## src/rtl/xorshift_uniform_gaussian_noise_macros.svh

```systemverilog
// ---------------------------------------------------------------------------
// Assertion macros for the xorshift noise source
// Concurrent assertion wrappers that vanish when SYNTHESIS is defined.
// ---------------------------------------------------------------------------
`ifndef XORSHIFT_UNIFORM_GAUSSIAN_NOISE_MACROS_SVH
`define XORSHIFT_UNIFORM_GAUSSIAN_NOISE_MACROS_SVH

`ifndef SYNTHESIS
// Consequent must hold in the same cycle as the antecedent.
`define XUG_ASSERT_SAME(label, clk, rst_n, ante, cons) \
  label: assert property (@(posedge clk) disable iff (!rst_n) (ante) |-> (cons)) \
    else $error("xug assertion failed");
// Consequent must hold in the cycle after the antecedent.
`define XUG_ASSERT_NEXT(label, clk, rst_n, ante, cons) \
  label: assert property (@(posedge clk) disable iff (!rst_n) (ante) |=> (cons)) \
    else $error("xug assertion failed");
`else
`define XUG_ASSERT_SAME(label, clk, rst_n, ante, cons)
`define XUG_ASSERT_NEXT(label, clk, rst_n, ante, cons)
`endif

`endif

```

## src/rtl/xug_pkg.sv

```systemverilog
// ---------------------------------------------------------------------------
// xug_pkg
// Types and constants shared by the xorshift uniform/Gaussian noise source.
// ---------------------------------------------------------------------------
package xug_pkg;

  // Output multiplier of the xorshift64* generator.
  localparam logic [63:0] MULT_CONST = 64'h2545_F491_4F6C_DD1D;

  // Shared multiplier: signed operands, wide enough for a 33-bit magnitude.
  localparam int MUL_W  = 34;
  localparam int PROD_W = 2 * MUL_W;

  // Configuration port.
  localparam int CFG_IDX_W  = 1;
  localparam int CFG_DATA_W = 64;

  localparam logic [CFG_IDX_W-1:0] REG_SEED        = 1'b0;
  localparam logic [CFG_IDX_W-1:0] REG_NOISE_SCALE = 1'b1;

  // Request kinds.
  localparam logic KIND_UNIFORM  = 1'b0;
  localparam logic KIND_GAUSSIAN = 1'b1;

  // Input request.
  typedef struct packed {
    logic               kind;
    logic signed [31:0] value_a;
    logic signed [31:0] value_b;
  } in_req_t;

  // Result request.
  typedef struct packed {
    logic signed [31:0] sample_value;
    logic               saturated;
  } out_req_t;

  // Sequencer states.
  typedef enum logic [3:0] {
    S_IDLE,
    S_M0,
    S_M1,
    S_M2,
    S_WAIT,
    S_RANGE,
    S_GSUB,
    S_SCALE,
    S_FINISH
  } xug_state_t;

  // Meaning of the product currently held by the multiplier.
  typedef enum logic [1:0] {
    MT_NONE,
    MT_LO,
    MT_X1,
    MT_X2
  } mul_tag_t;

endpackage

```

## src/rtl/xug_mul.sv

```systemverilog
// ---------------------------------------------------------------------------
// xug_mul
// Shared signed multiplier with a registered product and load enable.
// ---------------------------------------------------------------------------
module xug_mul
  import xug_pkg::*;
(
  input  logic                     clk,
  input  logic                     en,
  input  logic signed [MUL_W-1:0]  op_a,
  input  logic signed [MUL_W-1:0]  op_b,
  output logic signed [PROD_W-1:0] prod
);

  logic signed [PROD_W-1:0] prod_r;

  // The product only changes when a new operation is issued, so a result
  // stays available until the sequencer consumes it.
  always_ff @(posedge clk) begin
    if (en) begin
      prod_r <= op_a * op_b;
    end
  end

  assign prod = prod_r;

endmodule

```

## src/rtl/xug_rng.sv

```systemverilog
// ---------------------------------------------------------------------------
// xug_rng
// xorshift64 state register with seed reload and one-step advance.
// ---------------------------------------------------------------------------
module xug_rng
  import xug_pkg::*;
(
  input  logic        clk,
  input  logic        rst_n,
  input  logic        load,
  input  logic [63:0] load_val,
  input  logic        step,
  output logic [63:0] state,
  output logic [63:0] state_adv
);

  logic [63:0] state_r;
  logic [63:0] state_nxt;
  logic [63:0] x1;
  logic [63:0] x2;

  // One xorshift step: shift right 12, left 25, right 27.
  always_comb begin
    x1        = state_r ^ (state_r >> 12);
    x2        = x1 ^ (x1 << 25);
    state_adv = x2 ^ (x2 >> 27);
  end

  // A seed write takes priority; a zero seed is replaced by one.
  always_comb begin
    state_nxt = state_r;
    if (load) begin
      state_nxt = (load_val == 64'd0) ? 64'd1 : load_val;
    end else if (step) begin
      state_nxt = state_adv;
    end
  end

  always_ff @(posedge clk) begin
    if (!rst_n) begin
      state_r <= 64'd1;
    end else begin
      state_r <= state_nxt;
    end
  end

  assign state = state_r;

endmodule

```

## src/rtl/xorshift_uniform_gaussian_noise.sv

```systemverilog
// ---------------------------------------------------------------------------
// xorshift_uniform_gaussian_noise
// Uniform and sum-of-uniforms Gaussian noise source in signed fixed point.
// ---------------------------------------------------------------------------
// Usage
//   Input channel (in_valid / in_stall / in_data): one request per item.
//   Kind 0 returns a uniform value from value_a toward value_b; kind 1
//   returns value_a plus Gaussian noise scaled by noise_scale, saturated.
//   Result channel (out_valid / out_stall / out_data): one result per request.
//   Configuration (cfg_wen / cfg_index / cfg_wdata): index 0 reloads the
//   generator seed (zero loads one), index 1 sets noise_scale. Write only
//   while the block is idle.
// Sequencing
//   Each generator draw takes three passes through the one shared 32x32-class
//   multiplier. A uniform request steps through S_M0, S_M1, S_M2, S_WAIT,
//   S_RANGE and S_FINISH; a Gaussian request runs S_M0-S_M2 once per term
//   (GAUSS_TERMS draws), then S_WAIT, S_GSUB, S_SCALE and S_FINISH. The next
//   request is taken only after the block has returned to S_IDLE.
//   in_stall is high until the result has been written to the output register.
// Reset and stall
//   Reset loads seed 1, noise_scale 1.0 and clears the result valid flag.
//   A stalled result holds in the output register; a new request may be
//   accepted meanwhile, and its result waits until the register is free.
// ---------------------------------------------------------------------------
`include "xorshift_uniform_gaussian_noise_macros.svh"

module xorshift_uniform_gaussian_noise
  import xug_pkg::*;
#(
  parameter int GAUSS_TERMS = 12,
  parameter int FRAC_BITS   = 16
) (
  input  logic                  clk,
  input  logic                  rst_n,
  input  logic                  in_valid,
  output logic                  in_stall,
  input  in_req_t               in_data,
  output logic                  out_valid,
  input  logic                  out_stall,
  output out_req_t              out_data,
  input  logic                  cfg_wen,
  input  logic [CFG_IDX_W-1:0]  cfg_index,
  input  logic [CFG_DATA_W-1:0] cfg_wdata
);

  // Derived widths.
  localparam int SUM_W = 32 + $clog2(GAUSS_TERMS);
  localparam int SHIFT = 32 - FRAC_BITS;
  localparam int G_W   = SUM_W + 1 - SHIFT;
  localparam int CNT_W = (GAUSS_TERMS > 1) ? $clog2(GAUSS_TERMS) : 1;
  localparam logic [SUM_W:0]   OFFSET    = (SUM_W + 1)'(GAUSS_TERMS) << 31;
  localparam logic [CNT_W-1:0] CNT_LAST  = CNT_W'(GAUSS_TERMS - 1);

  // Control state.
  xug_state_t state_r;
  xug_state_t state_nxt;
  mul_tag_t   tag_r;
  mul_tag_t   issue_tag;
  logic [CNT_W-1:0] cnt_r;
  logic       out_valid_r;
  logic signed [31:0] ns_r;

  // Request and datapath registers.
  logic               kind_r;
  logic signed [31:0] a_r;
  logic [31:0]        mag_r;
  logic               neg_r;
  logic [31:0]        upart_r;
  logic [31:0]        u_r;
  logic [SUM_W-1:0]   sum_r;
  logic signed [G_W-1:0] g_r;
  out_req_t           out_r;

  // Combinational signals.
  logic               in_accept;
  logic               out_free;
  logic               out_load;
  logic               seed_load;
  logic               ns_write;
  logic               rng_step;
  logic [63:0]        rng_state;
  logic [63:0]        rng_adv;
  logic               mul_en;
  logic signed [MUL_W-1:0]  mul_a;
  logic signed [MUL_W-1:0]  mul_b;
  logic signed [PROD_W-1:0] prod;
  logic [32:0]        range_w;
  logic [32:0]        mag_w;
  logic [31:0]        u_w;
  logic [SUM_W:0]     g_full;
  logic [33:0]        uni_res;
  logic signed [PROD_W-1:0] noise;
  logic signed [PROD_W-1:0] total;
  logic               sat_hi;
  logic               sat_lo;
  out_req_t           res_w;

  assign in_stall  = (state_r != S_IDLE);
  assign in_accept = in_valid && !in_stall;
  assign out_free  = !out_valid_r || !out_stall;

  // Configuration decode.
  always_comb begin
    seed_load = 1'b0;
    ns_write  = 1'b0;
    if (cfg_wen) begin
      unique case (cfg_index)
        REG_SEED:        seed_load = 1'b1;
        REG_NOISE_SCALE: ns_write  = 1'b1;
        default: begin
          seed_load = 1'b0;
          ns_write  = 1'b0;
        end
      endcase
    end
  end

  xug_rng u_rng (
    .clk       (clk),
    .rst_n     (rst_n),
    .load      (seed_load),
    .load_val  (cfg_wdata),
    .step      (rng_step),
    .state     (rng_state),
    .state_adv (rng_adv)
  );

  xug_mul u_mul (
    .clk  (clk),
    .en   (mul_en),
    .op_a (mul_a),
    .op_b (mul_b),
    .prod (prod)
  );

  // Next-state logic of the sequencer.
  always_comb begin
    state_nxt = state_r;
    unique case (state_r)
      S_IDLE:   if (in_accept) state_nxt = S_M0;
      S_M0:     state_nxt = S_M1;
      S_M1:     state_nxt = S_M2;
      S_M2: begin
        if (kind_r == KIND_UNIFORM || cnt_r == CNT_LAST) begin
          state_nxt = S_WAIT;
        end else begin
          state_nxt = S_M0;
        end
      end
      S_WAIT:   state_nxt = (kind_r == KIND_GAUSSIAN) ? S_GSUB : S_RANGE;
      S_RANGE:  state_nxt = S_FINISH;
      S_GSUB:   state_nxt = S_SCALE;
      S_SCALE:  state_nxt = S_FINISH;
      S_FINISH: if (out_free) state_nxt = S_IDLE;
      default:  state_nxt = S_IDLE;
    endcase
  end

  // Sequencer outputs: multiplier operands, generator step, result load.
  // A draw's top word is lo*lo[63:32] plus the low words of both cross terms.
  always_comb begin
    mul_en    = 1'b0;
    mul_a     = '0;
    mul_b     = '0;
    issue_tag = MT_NONE;
    rng_step  = 1'b0;
    out_load  = 1'b0;
    unique case (state_r)
      S_M0: begin
        rng_step  = 1'b1;
        mul_en    = 1'b1;
        mul_a     = {{(MUL_W-32){1'b0}}, rng_adv[31:0]};
        mul_b     = {{(MUL_W-32){1'b0}}, MULT_CONST[31:0]};
        issue_tag = MT_LO;
      end
      S_M1: begin
        mul_en    = 1'b1;
        mul_a     = {{(MUL_W-32){1'b0}}, rng_state[63:32]};
        mul_b     = {{(MUL_W-32){1'b0}}, MULT_CONST[31:0]};
        issue_tag = MT_X1;
      end
      S_M2: begin
        mul_en    = 1'b1;
        mul_a     = {{(MUL_W-32){1'b0}}, rng_state[31:0]};
        mul_b     = {{(MUL_W-32){1'b0}}, MULT_CONST[63:32]};
        issue_tag = MT_X2;
      end
      S_RANGE: begin
        mul_en = 1'b1;
        mul_a  = {{(MUL_W-32){1'b0}}, mag_r};
        mul_b  = {{(MUL_W-32){1'b0}}, u_r};
      end
      S_SCALE: begin
        mul_en = 1'b1;
        mul_a  = {{(MUL_W-G_W){g_r[G_W-1]}}, g_r};
        mul_b  = {{(MUL_W-32){ns_r[31]}}, ns_r};
      end
      S_FINISH: out_load = out_free;
      default: begin
        mul_en = 1'b0;
      end
    endcase
  end

  // Range magnitude and direction of a uniform request.
  assign range_w = {in_data.value_b[31], in_data.value_b}
                 - {in_data.value_a[31], in_data.value_a};
  assign mag_w   = range_w[32] ? (33'd0 - range_w) : range_w;

  // Completed draw and centred Gaussian sum, reduced to the fraction width.
  assign u_w    = upart_r + prod[31:0];
  assign g_full = {1'b0, sum_r} - OFFSET;

  // Final result: uniform offset or scaled noise with saturation.
  always_comb begin
    uni_res = neg_r ? ({{2{a_r[31]}}, a_r} - {2'b00, prod[63:32]})
                    : ({{2{a_r[31]}}, a_r} + {2'b00, prod[63:32]});
    noise   = prod >>> FRAC_BITS;
    total   = noise + {{(PROD_W-32){a_r[31]}}, a_r};
    sat_hi  = !total[PROD_W-1] && (total[PROD_W-2:31] != '0);
    sat_lo  = total[PROD_W-1] && (total[PROD_W-2:31] != '1);
    if (kind_r == KIND_UNIFORM) begin
      res_w.sample_value = uni_res[31:0];
      res_w.saturated    = 1'b0;
    end else if (sat_hi) begin
      res_w.sample_value = 32'sh7FFF_FFFF;
      res_w.saturated    = 1'b1;
    end else if (sat_lo) begin
      res_w.sample_value = 32'sh8000_0000;
      res_w.saturated    = 1'b1;
    end else begin
      res_w.sample_value = total[31:0];
      res_w.saturated    = 1'b0;
    end
  end

  // Control registers.
  always_ff @(posedge clk) begin
    if (!rst_n) begin
      state_r     <= S_IDLE;
      tag_r       <= MT_NONE;
      cnt_r       <= '0;
      out_valid_r <= 1'b0;
      ns_r        <= 32'sd65536;
    end else begin
      state_r <= state_nxt;
      tag_r   <= issue_tag;
      if (in_accept) begin
        cnt_r <= '0;
      end else if (state_r == S_M2 && cnt_r != CNT_LAST) begin
        cnt_r <= cnt_r + 1'b1;
      end
      if (out_load) begin
        out_valid_r <= 1'b1;
      end else if (!out_stall) begin
        out_valid_r <= 1'b0;
      end
      if (ns_write) begin
        ns_r <= cfg_wdata[31:0];
      end
    end
  end

  // Datapath registers.
  always_ff @(posedge clk) begin
    if (in_accept) begin
      kind_r <= in_data.kind;
      a_r    <= in_data.value_a;
      mag_r  <= mag_w[31:0];
      neg_r  <= range_w[32];
      sum_r  <= '0;
    end
    unique case (tag_r)
      MT_LO: upart_r <= prod[63:32];
      MT_X1: upart_r <= u_w;
      MT_X2: begin
        u_r   <= u_w;
        sum_r <= sum_r + {{(SUM_W-32){1'b0}}, u_w};
      end
      default: begin
        upart_r <= upart_r;
      end
    endcase
    if (state_r == S_GSUB) begin
      g_r <= g_full[SUM_W:SHIFT];
    end
    if (out_load) begin
      out_r <= res_w;
    end
  end

  assign out_valid = out_valid_r;
  assign out_data  = out_r;

  // Checks on sequencing and generator state.
  `XUG_ASSERT_NEXT(a_accept_stalls, clk, rst_n, in_accept, in_stall)
  `XUG_ASSERT_NEXT(a_lo_follows_m0, clk, rst_n, state_r == S_M0, tag_r == MT_LO)
  `XUG_ASSERT_SAME(a_rng_nonzero, clk, rst_n, 1'b1, rng_state != 64'd0)
  `XUG_ASSERT_NEXT(a_uniform_unsat, clk, rst_n, out_load && kind_r == KIND_UNIFORM, !out_r.saturated)

endmodule

```

## config.mk

```make
export PLATFORM = sky130hd
export DESIGN_NAME = xorshift_uniform_gaussian_noise
export DESIGN_NICKNAME = d
export VERILOG_FILES = /design/src/rtl/xug_pkg.sv /design/src/rtl/xug_mul.sv /design/src/rtl/xug_rng.sv /design/src/rtl/xorshift_uniform_gaussian_noise.sv
export VERILOG_INCLUDE_DIRS = /design/src /design/src/rtl
export SDC_FILE = /design/constraint.sdc
export NUM_CORES = 2
export LEC_CHECK = 0
export BUFFER_PORTS_ARGS = -buffer_cell sky130_fd_sc_hd__buf_2
export CORE_ASPECT_RATIO = 1.4
export CORE_MARGIN = 2
export CORE_UTILIZATION = 65
export CTS_CLUSTER_SIZE = 10
export DETAILED_ROUTE_END_ITERATION = 12
export MAX_ROUTING_LAYER = met4
export PLACE_DENSITY = 0.83
export RECOVER_POWER = 25
export SYNTH_ARGS = -nofsm -noshare
export SYNTH_HDL_FRONTEND = slang
export SYNTH_SLANG_ARGS = --single-unit
```

## constraint.sdc

```tcl
create_clock -name clk -period 15.8 [get_ports clk]
set_clock_uncertainty 0.15 [all_clocks]
set_input_delay 3.95 -clock clk [delete_from_list [all_inputs] [get_ports clk]]
set_output_delay 3.95 -clock clk [all_outputs]
set_load 0.01 [all_outputs]
```

* After elaboration in Yosys (flattened, before gate mapping)
Cells that the tools add are included.
** Cells by class
- $add $sub $neg :: 9
- Multiply operators :: 1
- Equal/unequal tests :: 17
- Multiplexer cells :: 28
- Bitwise operators :: 5
- Reduce and logical (&&, ||, !) cells :: 22
** Operators with widths (number)
- $mux 64 :: 3
- $pmux 34 s5 :: 1
- $pmux 34 s4 :: 1
- $mux 33 :: 3
- $mux 36 :: 2
- $mul 34x34->68 :: 1
- $add 32x32->32 :: 2
- $logic_not 64->1 :: 1
- $mux 32 :: 2
- $pmux 32 s2 :: 1
- $xor 64x37->64 :: 1
- $xor 64x52->64 :: 1
- $xor 64x64->64 :: 1
- $add 52x32->53 :: 1
- $sub 36x35->37 const B :: 1
- $add 36x32->36 :: 1
- $ne 36x36->1 const B :: 1
- $reduce_bool 36->1 :: 1
- $sub 32x32->33 :: 1
- $pmux 4 s8 :: 1
- $sub 1x32->32 const A :: 1
- $sub 32x32->32 :: 1
- $eq 4x3->1 const B :: 4
- $mux 1 :: 9
- other kinds (23) :: 40
** Storage, ports and cells
- Register bits :: 395
- Output and inout port bits :: 35

* Logic depth before layout (Yosys ltp)
- Depth after elaboration :: 6
- Mapped depth :: 40
- Gate-level depth less buffers :: 35

* Hierarchy
From an unflattened synthesis, not the netlist that was laid out.
** Unflattened totals
- Cell total of the unflattened synthesis :: 7531
- Area, all modules :: 69738.1 um^2
** By module, submodules not included
- xug_mul :: instances 1, cells each 4592, area an instance 43724.4 um^2, sequential area each 2042.0 um^2
- xorshift_uniform_gaussian_noise :: instances 1, cells each 2406, area an instance 21764.6 um^2, sequential area each 7467.2 um^2
- xug_rng :: instances 1, cells each 533, area an instance 4249.1 um^2, sequential area each 1281.2 um^2

* Least setup slack after synthesis
OpenSTA, ideal clock, no wires.
- Kind :: reg-to-reg
- Start :: reg state_r[3]
- End :: reg u_mul.prod_r[67] (netlist: u_mul.prod[67]), data pin
- Data arrival time :: 9714 ps
- Data required time :: 15492 ps
- Path slack :: 5778 ps
- Cell stages (with the launch flop) :: 40
- Path buffers :: 5
- Period minus slack after synthesis :: 10022 ps
- Cell sequence :: dfxtp_1 -> clkbuf_1 -> nand2b_1 -> clkbuf_1 -> nor2_1 -> clkbuf_1 -> clkbuf_1 -> a222oi_1 -> and3_1 -> clkbuf_1 -> nor2_1 -> fa_1 -> inv_1 -> fa_1 -> inv_1 -> fa_1 -> inv_1 -> fa_1 -> (+4 left out) -> inv_1 -> fa_1 -> inv_1 -> fa_1 -> inv_1 -> ha_1 -> nand3_1 -> a211o_1 -> o211ai_1 -> a31oi_1 -> a2111oi_0 -> o211ai_1 -> o21a_1 -> o31ai_1 -> a41o_1 -> o21bai_1 -> or3_1 -> o211ai_1
** On the way
- Word-level cells in the longest chain between the ends :: 4
- Elaborated cells on any way between the ends :: 9
** RTL lines
- start: declaration :: line xorshift_uniform_gaussian_noise.sv:55 : xug_state_t state_r;
- start signal: assignment :: line xorshift_uniform_gaussian_noise.sv:246 : state_r <= state_nxt;
- $eq 4x2->1 or $eq 4x1->1 (tied branches) :: line xorshift_uniform_gaussian_noise.sv:168 : unique case (state_r)
- $reduce_or 2->1 (no source line)
- $pmux 34 s4 :: line xorshift_uniform_gaussian_noise.sv:168
- $mul 34x34->68 (*) :: line xug_mul.sv:21 : prod_r <= op_a * op_b;
- end signal: assignment :: line xug_mul.sv:21
- end: declaration :: line xug_mul.sv:15 : logic signed [PROD_W-1:0] prod_r;
Every way passes the cells marked *; elsewhere a longest branch is shown, timed or not.
A chain may end at the register's enable or synchronous reset.

* Worst setup path after layout
- Start :: reg state_r[2]
- End :: reg u_mul.prod_r[67] (netlist: u_mul.prod[67]), data pin
The elaborated chain is that of the path after synthesis.

==> results.cfg <==
[clocking]
cts_tree = yes
cts_made_buffers = 47
cts_root_buf = clkbuf_16
clk_latency_ps = 660
holdBufCountCts = 0
cts_setup_buffers = 0
cts_resized = 0
numClockSinks = 395
htree_levels = 2
path_clk_slew_ps = 60
clockBufferDepth = 3

[layout]
fin_nets = 9053
drive_above_1_share_pct = 6.36
syn2layout_area_growth_pct = 5.59
num-fill-cells = 7829

[synth]
ys_seq_area_share_pct = 16.1
synthDistinctLibCells = 99
syn_avg_cell_area_sq_um = 9.17
synth_fp_nets = 9045
ys_warn_count = 0
synth_area_sq_mm = 0.0669
ys_ff_latch = 395
synth_edf_count = 288
synth_top_area_share_pct = 36.6
synth_area_leaders = fa_1, edfxtp_1, inv_1
synth_cells = 7300
ys_async_sr_fraction_pct = 0
synth_area_leader_cell = fa_1
ys.flop_type = edfxtp_1

[worst_setup_path]
crit_buf_inv = 8
path_class = flip-flop to flip-flop
crit_family = adder cells
worst-path-stages = 32
crit_path_end_kind = flip-flop
slowest_stage = nand3_1
worstRegToRegCells = 32
slowest_delay_ps = 1020
cp.arrival_ps = 13290
crit_path_frequent_cell = fa_1
worst-endpoint-required_ps = 16100
start_kind = flip-flop
crit_fanout = 48

[global_route]
grt_usage_pct = 50.5
grt_pass1_vias = 57900
antenna_found_initial = 14
grt_max_degree = 88
grt_first_pass_wirelength_microns = 369000
grt_remaining_overflow = 0

[outcome]
violations = max-capacitance violations, max-slew violations
status = complete, but fails checks

[placement]
gp_congestion = 1.08
pre_cts_ws_ps = 3070
dp_hpwl_microns = 196000
portBuffers = 169

[pwr]
vdd_drop_max_mv = 0.133
powerDensity_mw_per_mm2 = 163
p_leak_nw = 34.1

[die]
core-area_sq_mm = 0.102
dieArea_sq_mm = 0.106
row_count = 139
die_x_microns = 275
io_pins = 170
fp.dieH_microns = 384
start_util_pct = 65.4

[routing]
drt_first_pass_iters = 7
drt_iter0_drc = 6317
dr_wl_met3_microns = 29600
drc_errors = 0
highest_layer = met4
met2WireLength_microns = 110000
via_count = 55200
wl_met1_microns = 79300
wl_microns = 249000
vias_per_cell = 6.35
antenna_left = 0
post_drt_wl_per_cell_microns = 28.7

[timing]
relSlewSlack_pct = -153
rsz0062_at_grt = false
fin_ws_ps = 2810
tns_ps = 0
min_period_ps = 12990
worst_pin_slew_ps = 3790
setup_viol = 0
hold_violations = 0
period_share_pct = 82.2
drv_slew = 257
fmax_ghz = 0.0770

[run]
max_cap_viol_count = 5

[hold_path]
hold_path_class = flip-flop to flip-flop
whs_path_depth = 0
==> power by group <==
group / leakage (nW) / total, W / switching, W / internal, W
logic: 29.8 / 0.00867 / 0.00571 / 0.00297
clock network: 0.692 / 0.00106 / 0.000470 / 0.000590
registers: 3.60 / 0.00178 / 0.000307 / 0.00147
==> stage by stage <==
step / cell area (sq um) / total power (W) / std cells / hold WS [ps] / util [%]
finish: 70700 / 0.0115 / 8691 / 297 / 69.1
global route: 70700 / 0.0121 / 8688 / 326 / 69.1
CTS: 70700 / 0.0111 / 8679 / 311 / 69.1
detailed placement: 69200 / 0.00993 / 8598 / 298 / 67.7
global placement: 69200 / 0.00990 / 8598 / 301 / 67.7
floorplan: 66900 / 0.00692 / 7300 / 283 / -
==> cell usage after synthesis, drive strengths merged (9+ instances only) <==
library cell	number
a311oi	10
xnor2	294
nor2	797
a21o	123
edfxtp	288
nand3	116
a211o	9
a21boi	36
nor3	60
and2	63
ha	386
and3	58
o221ai	20
a222oi	26
a21oi	305
nand4	31
nand2b	51
o211ai	21
nor2b	54
or3	53
o31ai	15
buf	24
a31oi	26
mux2	31
a22oi	11
dfxtp	107
nand2	777
a221oi	18
o211a	41
nor4	25
fa	1224
o21a	37
xor2	142
a211oi	20
or2	18
o21ai	183
clkbuf	310
inv	1332
o21bai	43
==> flip-flops by register name (all words and copies together) (netlist names) <==
register,cells
a_r,32
cnt_r,4
g_r,21
kind_r,1
mag_r,32
neg_r,1
ns_r,32
out_data,33
out_valid,1
state_r,4
sum_r,36
tag_r,2
u_mul.prod,68
u_r,32
u_rng.state,64
upart_r,32
==> placed cells by master (no fill, tap or decap), types with 119 or more instances in the layout <==
cell type and count:
inv_1 1331, fa_1 1224, nor2_1 791, nand2_1 775, ha_1 385, a21oi_1 295
xnor2_1 293, edfxtp_1 288, o21ai_0 177, buf_2 169, xor2_1 142, buf_4 122
a21o_1 119
==> cell families after synthesis <==
family | count (synthesis) | synth area share [%]
adder cells (fa/ha/maj) | 1610 | 43.8
AO/OA/AOI/OAI | 1010 | 10.2
flip-flops | 395 | 16.1
XOR/XNOR | 436 | 5.72
AND/OR/NAND/NOR | 2142 | 14.0
multiplexers | 38 | 0.626
buffers and inverters | 1669 | 9.51
==> worst paths after layout <==
| check | startpoint | end | slack [ps] |
|---|---|---|---|
| worst max-delay path | state_r[2]$_SDFFE_PN0P_ | u_mul.prod[67]$_DFFE_PP_ | 2810 |
| worst min-delay path | sum_r[28]$_SDFFCE_PN0P_ | g_r[12]$_DFFE_PP_ | 300 |
| worst max register to register | state_r[2]$_SDFFE_PN0P_ | u_mul.prod[67]$_DFFE_PP_ | 2810 |
| worst min register to register | sum_r[28]$_SDFFCE_PN0P_ | g_r[12]$_DFFE_PP_ | 300 |
==> area by class of cell <==
cell class	instances	area, sq um	area share [%]
diodes	12	30.0	0.0425
flip-flops and latches	395	10800	15.3
repair buffers	296	1780	2.52
clock inverters	4	93.8	0.133
inverters	1332	5000	7.08
well taps	1339	1680	2.37
clock buffers	77	1360	1.92
multi-input cells	5236	49900	70.7
==> layer usage <==
layer,GRT usage [%],up-vias
li1,-,23000
met1,54.3,27400
met2,74.2,3527
met3,16.5,1308
met4,44.8,0
met5,-,-
(Power assumes the default switching activity.)
